<file path="src/design/yr2rgb_pkg.sv">
// ----------------------------------------------------------------------------
// yr2rgb_pkg
// Shared constants and codes for the rotating YUV 4:2:0 to RGB block: field
// widths, register indexes, rotation codes and register reset values.
// ----------------------------------------------------------------------------
package yr2rgb_pkg;

  localparam int unsigned CoordBits     = 12;
  localparam int unsigned AddrBits      = 26;
  localparam int unsigned DimBits       = 13;
  localparam int unsigned StrideBits    = 16;
  localparam int unsigned PixStrideBits = 4;
  localparam int unsigned LenBits       = 26;
  localparam int unsigned RotBits       = 2;
  localparam int unsigned CfgIdxBits    = 8;
  localparam int unsigned CfgDataBits   = 32;

  typedef enum logic [2:0] {
    CfgRotation     = 3'd0,
    CfgSrcWidth     = 3'd1,
    CfgSrcHeight    = 3'd2,
    CfgLumaStride   = 3'd3,
    CfgChromaStride = 3'd4,
    CfgChromaPixStr = 3'd5,
    CfgLumaLength   = 3'd6,
    CfgChromaLength = 3'd7
  } cfg_idx_e;

  typedef enum logic [RotBits-1:0] {
    RotNone = 2'd0,
    Rot90   = 2'd1,
    Rot180  = 2'd2,
    Rot270  = 2'd3
  } rot_e;

  localparam logic ReqAddress = 1'b0;
  localparam logic ReqConvert = 1'b1;

  localparam logic [DimBits-1:0]       RstSrcWidth     = 13'd640;
  localparam logic [DimBits-1:0]       RstSrcHeight    = 13'd480;
  localparam logic [StrideBits-1:0]    RstLumaStride   = 16'd640;
  localparam logic [StrideBits-1:0]    RstChromaStride = 16'd640;
  localparam logic [PixStrideBits-1:0] RstChromaPixStr = 4'd2;
  localparam logic [LenBits-1:0]       RstLumaLength   = 26'd307200;
  localparam logic [LenBits-1:0]       RstChromaLength = 26'd153600;

endpackage

</file>
<file path="src/design/yuv420_rotate_to_rgb.sv">
// ----------------------------------------------------------------------------
// yuv420_rotate_to_rgb
// Rotates a destination pixel into source luma and chroma byte addresses, or
// converts one Y/Cb/Cr sample to clamped BT.601 video-range RGB.
// Path: an accepted input is held in the input register, then the result
// register. Throughput: one item per cycle while the output is not stalled;
// the single multiply-add stage between the two registers sets this figure.
// Reset: the control state clears and the configuration registers return to
// a 640 by 480 frame with no rotation.
// ----------------------------------------------------------------------------
module yuv420_rotate_to_rgb (
  input  logic                                    clk_i,
  input  logic                                    rst_ni,
  input  logic                                    cfg_valid_i,
  output logic                                    cfg_ready_o,
  input  logic [yr2rgb_pkg::CfgIdxBits-1:0]       cfg_index_i,
  input  logic [yr2rgb_pkg::CfgDataBits-1:0]      cfg_data_i,
  input  logic                                    in_valid_i,
  output logic                                    in_stall_o,
  input  logic                                    req_type_i,
  input  logic [yr2rgb_pkg::CoordBits-1:0]        dest_x_i,
  input  logic [yr2rgb_pkg::CoordBits-1:0]        dest_y_i,
  input  logic [7:0]                              luma_i,
  input  logic [7:0]                              chroma_blue_i,
  input  logic [7:0]                              chroma_red_i,
  output logic                                    out_valid_o,
  input  logic                                    out_stall_i,
  output logic [yr2rgb_pkg::AddrBits-1:0]         luma_address_o,
  output logic [yr2rgb_pkg::AddrBits-1:0]         chroma_address_o,
  output logic [7:0]                              red_o,
  output logic [7:0]                              green_o,
  output logic [7:0]                              blue_o,
  output logic                                    geometry_bad_o,
  output logic                                    coordinate_bad_o
);

  localparam int unsigned DimW   = yr2rgb_pkg::DimBits;
  localparam int unsigned CoordW = yr2rgb_pkg::CoordBits;
  localparam int unsigned CmpW   = (CoordW > DimW) ? CoordW : DimW;
  localparam int unsigned SumW   = DimW + yr2rgb_pkg::StrideBits + 1;
  localparam int unsigned AddrW  = (SumW > yr2rgb_pkg::AddrBits) ? SumW
                                                                   : yr2rgb_pkg::AddrBits;
  localparam int unsigned LumaLastW   = DimW + yr2rgb_pkg::StrideBits + 1;
  localparam int unsigned ChromaLastW = DimW + yr2rgb_pkg::StrideBits;

  // Configuration registers.
  yr2rgb_pkg::rot_e                        rot_q;
  logic [DimW-1:0]                         width_q;
  logic [DimW-1:0]                         height_q;
  logic [yr2rgb_pkg::StrideBits-1:0]       luma_stride_q;
  logic [yr2rgb_pkg::StrideBits-1:0]       chroma_stride_q;
  logic [yr2rgb_pkg::PixStrideBits-1:0]    chroma_pix_q;
  logic [yr2rgb_pkg::LenBits-1:0]          luma_len_q;
  logic [yr2rgb_pkg::LenBits-1:0]          chroma_len_q;

  assign cfg_ready_o = 1'b1;

  always_ff @(posedge clk_i or negedge rst_ni) begin
    if (!rst_ni) begin
      rot_q           <= yr2rgb_pkg::RotNone;
      width_q         <= yr2rgb_pkg::RstSrcWidth;
      height_q        <= yr2rgb_pkg::RstSrcHeight;
      luma_stride_q   <= yr2rgb_pkg::RstLumaStride;
      chroma_stride_q <= yr2rgb_pkg::RstChromaStride;
      chroma_pix_q    <= yr2rgb_pkg::RstChromaPixStr;
      luma_len_q      <= yr2rgb_pkg::RstLumaLength;
      chroma_len_q    <= yr2rgb_pkg::RstChromaLength;
    end else if (cfg_valid_i && cfg_ready_o && (cfg_index_i[yr2rgb_pkg::CfgIdxBits-1:3] == '0)) begin
      unique case (yr2rgb_pkg::cfg_idx_e'(cfg_index_i[2:0]))
        yr2rgb_pkg::CfgRotation: begin
          rot_q <= yr2rgb_pkg::rot_e'(cfg_data_i[yr2rgb_pkg::RotBits-1:0]);
        end
        yr2rgb_pkg::CfgSrcWidth:     width_q <= cfg_data_i[DimW-1:0];
        yr2rgb_pkg::CfgSrcHeight:    height_q <= cfg_data_i[DimW-1:0];
        yr2rgb_pkg::CfgLumaStride:   luma_stride_q <= cfg_data_i[yr2rgb_pkg::StrideBits-1:0];
        yr2rgb_pkg::CfgChromaStride: chroma_stride_q <= cfg_data_i[yr2rgb_pkg::StrideBits-1:0];
        yr2rgb_pkg::CfgChromaPixStr: chroma_pix_q <= cfg_data_i[yr2rgb_pkg::PixStrideBits-1:0];
        yr2rgb_pkg::CfgLumaLength:   luma_len_q <= cfg_data_i[yr2rgb_pkg::LenBits-1:0];
        yr2rgb_pkg::CfgChromaLength: chroma_len_q <= cfg_data_i[yr2rgb_pkg::LenBits-1:0];
        default: ;
      endcase
    end
  end

  // Frame geometry products, refreshed every cycle from the registers.
  logic                      geo_small_d, geo_small_q;
  logic [LumaLastW-1:0]      luma_last_d, luma_last_q;
  logic [ChromaLastW-1:0]    chroma_last_d, chroma_last_q;
  logic [DimW-2:0]           half_w_m1, half_h_m1;

  always_comb begin
    geo_small_d   = (width_q < DimW'(2)) || (height_q < DimW'(2));
    half_w_m1     = width_q[DimW-1:1] - (DimW-1)'(1);
    half_h_m1     = height_q[DimW-1:1] - (DimW-1)'(1);
    luma_last_d   = LumaLastW'(height_q - DimW'(1)) * LumaLastW'(luma_stride_q)
                  + LumaLastW'(width_q - DimW'(1));
    chroma_last_d = ChromaLastW'(half_h_m1) * ChromaLastW'(chroma_stride_q)
                  + ChromaLastW'(half_w_m1) * ChromaLastW'(chroma_pix_q);
  end

  always_ff @(posedge clk_i) begin
    geo_small_q   <= geo_small_d;
    luma_last_q   <= luma_last_d;
    chroma_last_q <= chroma_last_d;
  end

  // Handshake and pipeline control.
  logic s1_valid_q, out_valid_q;
  logic advance, in_accept;

  assign advance    = !out_valid_q || !out_stall_i;
  assign in_stall_o = s1_valid_q && !advance;
  assign in_accept  = in_valid_i && !in_stall_o;

  always_ff @(posedge clk_i or negedge rst_ni) begin
    if (!rst_ni) begin
      s1_valid_q  <= 1'b0;
      out_valid_q <= 1'b0;
    end else begin
      if (advance) begin
        out_valid_q <= s1_valid_q;
      end
      if (in_accept) begin
        s1_valid_q <= 1'b1;
      end else if (advance) begin
        s1_valid_q <= 1'b0;
      end
    end
  end

  // Rotation into a source coordinate and the coordinate check.
  logic [CmpW-1:0] dx, dy, dst_w, dst_h, w_m1, h_m1;
  logic [CmpW-1:0] sx_full, sy_full;
  logic            quarter, coord_bad_d;

  always_comb begin
    dx      = CmpW'(dest_x_i);
    dy      = CmpW'(dest_y_i);
    w_m1    = CmpW'(width_q) - CmpW'(1);
    h_m1    = CmpW'(height_q) - CmpW'(1);
    quarter = (rot_q == yr2rgb_pkg::Rot90) || (rot_q == yr2rgb_pkg::Rot270);
    dst_w   = quarter ? CmpW'(height_q) : CmpW'(width_q);
    dst_h   = quarter ? CmpW'(width_q) : CmpW'(height_q);
    coord_bad_d = (dx >= dst_w) || (dy >= dst_h);
    unique case (rot_q)
      yr2rgb_pkg::Rot90: begin
        sx_full = dy;
        sy_full = h_m1 - dx;
      end
      yr2rgb_pkg::Rot180: begin
        sx_full = w_m1 - dx;
        sy_full = h_m1 - dy;
      end
      yr2rgb_pkg::Rot270: begin
        sx_full = w_m1 - dy;
        sy_full = dx;
      end
      default: begin
        sx_full = dx;
        sy_full = dy;
      end
    endcase
  end

  // Input register.
  logic            s1_req_q, s1_coord_bad_q;
  logic [DimW-1:0] s1_sx_q, s1_sy_q;
  logic [7:0]      s1_luma_q, s1_cb_q, s1_cr_q;

  always_ff @(posedge clk_i) begin
    if (in_accept) begin
      s1_req_q       <= req_type_i;
      s1_coord_bad_q <= coord_bad_d;
      s1_sx_q        <= sx_full[DimW-1:0];
      s1_sy_q        <= sy_full[DimW-1:0];
      s1_luma_q      <= luma_i;
      s1_cb_q        <= chroma_blue_i;
      s1_cr_q        <= chroma_red_i;
    end
  end

  // Address arithmetic.
  logic            geo_bad;
  logic [SumW-1:0] luma_sum, chroma_sum;
  logic [AddrW-1:0] luma_full, chroma_full;

  always_comb begin
    geo_bad = geo_small_q
           || (luma_last_q >= LumaLastW'(luma_len_q))
           || (ChromaLastW'(chroma_last_q) >= ChromaLastW'(chroma_len_q));
    luma_sum   = SumW'(s1_sy_q) * SumW'(luma_stride_q) + SumW'(s1_sx_q);
    chroma_sum = SumW'(s1_sy_q[DimW-1:1]) * SumW'(chroma_stride_q)
               + SumW'(s1_sx_q[DimW-1:1]) * SumW'(chroma_pix_q);
    luma_full   = AddrW'(luma_sum);
    chroma_full = AddrW'(chroma_sum);
  end

  // Color conversion in 10-bit fixed point; the arithmetic shift floors.
  logic signed [9:0]  ym;
  logic signed [8:0]  cb_m, cr_m;
  logic signed [21:0] cy, r_sum, g_sum, b_sum;
  logic signed [11:0] r_sh, g_sh, b_sh;
  logic [7:0]         r_sat, g_sat, b_sat;

  always_comb begin
    ym    = $signed({2'b00, s1_luma_q}) - 10'sd16;
    cb_m  = $signed({1'b0, s1_cb_q}) - 9'sd128;
    cr_m  = $signed({1'b0, s1_cr_q}) - 9'sd128;
    cy    = 22'(ym) * 22'sd1192;
    r_sum = cy + 22'(cr_m) * 22'sd1634;
    g_sum = cy - 22'(cb_m) * 22'sd401 - 22'(cr_m) * 22'sd832;
    b_sum = cy + 22'(cb_m) * 22'sd2066;
    r_sh  = 12'(r_sum >>> 10);
    g_sh  = 12'(g_sum >>> 10);
    b_sh  = 12'(b_sum >>> 10);
    r_sat = r_sh[11] ? 8'd0 : ((r_sh[10:8] != 3'd0) ? 8'd255 : r_sh[7:0]);
    g_sat = g_sh[11] ? 8'd0 : ((g_sh[10:8] != 3'd0) ? 8'd255 : g_sh[7:0]);
    b_sat = b_sh[11] ? 8'd0 : ((b_sh[10:8] != 3'd0) ? 8'd255 : b_sh[7:0]);
  end

  // Result register.
  logic [yr2rgb_pkg::AddrBits-1:0] luma_addr_q, chroma_addr_q;
  logic [7:0]                      red_q, green_q, blue_q;
  logic                            geo_bad_q, coord_bad_q;
  logic                            addr_ok;

  assign addr_ok = (s1_req_q == yr2rgb_pkg::ReqAddress) && !s1_coord_bad_q && !geo_bad;

  always_ff @(posedge clk_i) begin
    if (advance && s1_valid_q) begin
      luma_addr_q   <= addr_ok ? luma_full[yr2rgb_pkg::AddrBits-1:0] : '0;
      chroma_addr_q <= addr_ok ? chroma_full[yr2rgb_pkg::AddrBits-1:0] : '0;
      red_q         <= (s1_req_q == yr2rgb_pkg::ReqConvert) ? r_sat : 8'd0;
      green_q       <= (s1_req_q == yr2rgb_pkg::ReqConvert) ? g_sat : 8'd0;
      blue_q        <= (s1_req_q == yr2rgb_pkg::ReqConvert) ? b_sat : 8'd0;
      geo_bad_q     <= geo_bad;
      coord_bad_q   <= (s1_req_q == yr2rgb_pkg::ReqAddress) && s1_coord_bad_q;
    end
  end

  assign out_valid_o      = out_valid_q;
  assign luma_address_o   = luma_addr_q;
  assign chroma_address_o = chroma_addr_q;
  assign red_o            = red_q;
  assign green_o          = green_q;
  assign blue_o           = blue_q;
  assign geometry_bad_o   = geo_bad_q;
  assign coordinate_bad_o = coord_bad_q;

endmodule
</file>
<file path="config.mk">
export PLATFORM = sky130hd
export DESIGN_NAME = yuv420_rotate_to_rgb
export DESIGN_NICKNAME = d
export VERILOG_FILES = /design/src/design/yr2rgb_pkg.sv /design/src/design/yuv420_rotate_to_rgb.sv
export SDC_FILE = /design/constraint.sdc
export NUM_CORES = 2
export LEC_CHECK = 0
export BUFFER_PORTS_ARGS = -buffer_cell sky130_fd_sc_hd__buf_2
export CAP_MARGIN = 40
export CORE_MARGIN = 3
export CORE_UTILIZATION = 25
export DETAILED_ROUTE_END_ITERATION = 12
export HOLD_SLACK_MARGIN = 0.02
export PLACE_DENSITY_LB_ADDON = 0.05
export SYNTH_ARGS = -nofsm -noshare
export SYNTH_HDL_FRONTEND = slang
export SYNTH_SLANG_ARGS = --single-unit
</file>
<file path="constraint.sdc">
create_clock -name clk_i -period 9.6 [get_ports clk_i]
set_clock_uncertainty 0.2 [all_clocks]
set_input_delay 1.92 -clock clk_i [delete_from_list [all_inputs] [get_ports clk_i]]
set_output_delay 1.92 -clock clk_i [all_outputs]
set_load 0.05 [all_outputs]
</file>
==> summary.md <==
| Metric | Value |
|---|---|
| Outcome | `finished clean` |
| Reg clk slew, reported paths | `0.06 ns` |
| First-pass GRT wire length | `264 mm` |
| Worst Hold Class | `reg -> reg` |
| Area growth syn-to-layout | `11.7%` |
| Final period utilization | `89.7%` |
| Hold Vio Cnt, Final | `0` |
| Slowest cell on the critical path | `fa_1` |
| FF-to-FF path depth | `28` |
| Total grt overflow | `0` |
| Minimum hold slack | `0.276 ns` |
| CP Depth | `28` |
| WL/cell | `19.9 µm` |
| Largest family of logic cells by synthesized area | `adder cells` |
| RR Startpoint | `height_q[2]$_DFFE_PN0P_` |
| GRT Total Usage | `16.1%` |
| Static Leakage | `30.0 nW` |
| Quantity of hold-fixing buffers added after cts | `0` |
| Vias | `37300` |
| Initial Util | `25.3%` |
| Most used cell, CP | `fa_1` |
| Core area | `211000 µm²` |
| Crit. End Element | `flop` |
| Yosys reg bits | `308` |
| Netlist cell types | `85` |
| Post-DR vias/cell | `4.32` |
| Simple-gate portion of the synthesized area | `12.8%` |
| Die ar. | `218000 µm²` |
| RSZ-0062 raised after global routing | `no` |
| Worst hold stages | `1` |
| Syn. warnings | `0` |
| Largest net degree at the start of global routing | `76` |
| Detailed Place HPWL | `138 mm` |
| IO Port Bufs | `167` |
| Slew Limit Fails | `0` |
| Initial DRT Pass Iterations | `5` |
| Mux cell area share after synthesis | `3.24%` |
| Avg Synthesized Cell Area | `9.40 µm²` |
| Clock sink total | `308` |
| FFs w/ async S/R, synth | `38.3%` |
| Adder-Cell Fraction of Synth Area | `47.6%` |
| I/O pins | `175` |
| Fmax | `0.116 GHz` |
| Final setup TNS | `0 ns` |
| Slew headroom | `44.8%` |
| Post-route minimum period | `8.61 ns` |
| Postcts setup bufs | `0` |
| Die width | `467 µm` |
| Critical Path Max Stage Delay | `0.52 ns` |
| Pwr dens | `180 nW/µm²` |
| Nets | `7425` |
| Setup crit start | `height_q[2]$_DFFE_PN0P_` |
| CP max FO | `8` |
| Clock root cell | `clkbuf_16` |
| CP arrival | `8.99 ns` |
| DRC | `0` |
| Post-route ant nets | `0` |
| Mapped Nets | `7299` |
| DRT iter0 DRCs | `1648` |
| Hold Crit Start | `s1_valid_q$_DFFE_PN0P_` |
| Cell area after synthesis | `53200 µm²` |
| Initial antenna violation count | `17` |
| Vias in the first global route | `40900` |
| Gate count after technology mapping | `5656` |
| Worst vdd ir | `0.000503 V` |
| Die Ht | `467 µm` |
| Synth Flop Type | `edfxtp_1` |
| RePlAce Congestion | `0.788` |
| Area post-placement | `57800 µm²` |
| Final Instance Area | `59400 µm²` |
| Routed wire length | `172 mm` |
| Startpoint Class | `flop` |
| Max-Cap Viols | `0` |
| Clock latency on the worst-skew pair | `0.69 ns` |
| Synth Area in XOR/XNOR | `4.02%` |
| Crit Path Category | `reg -> reg` |
| Slew of the pin with the lowest slew margin | `0.829 ns` |
| Synth Area in Compound Gates | `7.11%` |
| Setup violations, final | `0` |
| Post-synth EDFFs | `130` |
| Htree depth | `2` |
| Post-CTS sizing | `0` |
| Share of layout cells above drive strength 1 | `9.09%` |
| FP Rows | `168` |
| Sequential-to-total area share from yosys stat | `15.2%` |
| CP top delay family | `adder cells` |
| Clk buf depth | `3` |
| CP bufs+invs | `4` |
| CTS tree | `yes` |
| Cts bufs inserted | `49` |
| Required @ worst endpoint | `9.98 ns` |
state kept, by name (all words and copies together), names as in the netlist, 16 cells and up:
signal	cells
chroma_address_o	26
chroma_len_q	26
luma_len_q	26
chroma_last_q	29
luma_last_q	30
luma_address_o	26
luma_stride_q	16
chroma_stride_q	16
stage by stage:
stage | std cells | utilization [%] | setup WS, ns | total power, mW
detailed placement | 8535 | 27.4 | 1.05 | 9.03
global placement | 8520 | 27.3 | 1.02 | 9.06
floorplan | 5656 | - | 1.21 | 7.05
CTS | 8623 | 28.2 | 0.934 | 11.0
finish | 8628 | 28.2 | 0.991 | 10.7
global route | 8625 | 28.2 | 0.493 | 11.9
worst paths after layout:
kind	endpoint	slack, ns
max reg2reg	luma_last_q[28]$_DFF_P_	0.99
min	out_valid_o$_DFFE_PN0N_	0.28
max	luma_last_q[28]$_DFF_P_	0.99
min in group asynchronous	luma_len_q[10]$_DFFE_PN0P_	1.09
max in group asynchronous	chroma_stride_q[10]$_DFFE_PN0P_	6.75
min reg2reg	out_valid_o$_DFFE_PN0N_	0.28
report_power, final:
group          internal (mW)  switching, mW  total (mW)
Clock                   1.06          0.772        1.84
Combinational           2.94           4.25        7.19
Sequential              1.55          0.146        1.70
area by class of cell:
type	count	area [µm²]
Multi-Input combinational cell	3942	39900
Antenna cell	4	10.0
Timing Repair Buffer	285	1870
Tap cell	2805	3510
Fill cell	22600	151000
Inverter	1196	4490
Clock inverter	17	213
Sequential cell	308	8080
Clock buffer	71	1360
routing by layer:
metal  wire length, µm  global-route usage (%)
met5                 0                       0
met3              4530                    1.57
met2             81500                    27.2
met4              3310                    3.11
met1             82400                    22.2
cells in the final DEF, fill, tap and decap left out, types with 91 or more instances in the layout:
cell and count:
buf_4 105, xnor2_1 167, edfxtp_1 130, nor2b_1 125
buf_2 167, and2_1 276, o21ai_0 91, inv_1 1195
nor2_1 168, a21oi_1 187, ha_1 755, nand2_1 633
fa_1 794, dfrtp_1 98, mux2_2 111
kinds of logic (layout without fill, tap and decap cells):
family	after synthesis	after routing
adder cells (fa/ha/maj)	1549	1549
AND/OR/NAND/NOR	1413	1413
buffers and inverters	1406	1569
AO/OA/AOI/OAI	578	578
flip-flops	308	308
XOR/XNOR	243	243
multiplexers	158	158
other	1	5
cell usage after synthesis, types with 91 or more instances:
cell type	n	area share, %
fa_1	794	30
o21ai_0	91	0.86
and2_1	277	3.3
inv_1	1195	8.4
nor2_1	169	1.2
clkbuf_1	196	1.4
edfxtp_1	130	7.3
ha_1	755	18
nor2b_1	125	1.5
nand2_1	633	4.5
a21oi_1	187	1.8
dfrtp_1	99	4.7
mux2_2	111	2.4
xnor2_1	167	2.8
Note: power is estimated with default switching activity, not from simulation.
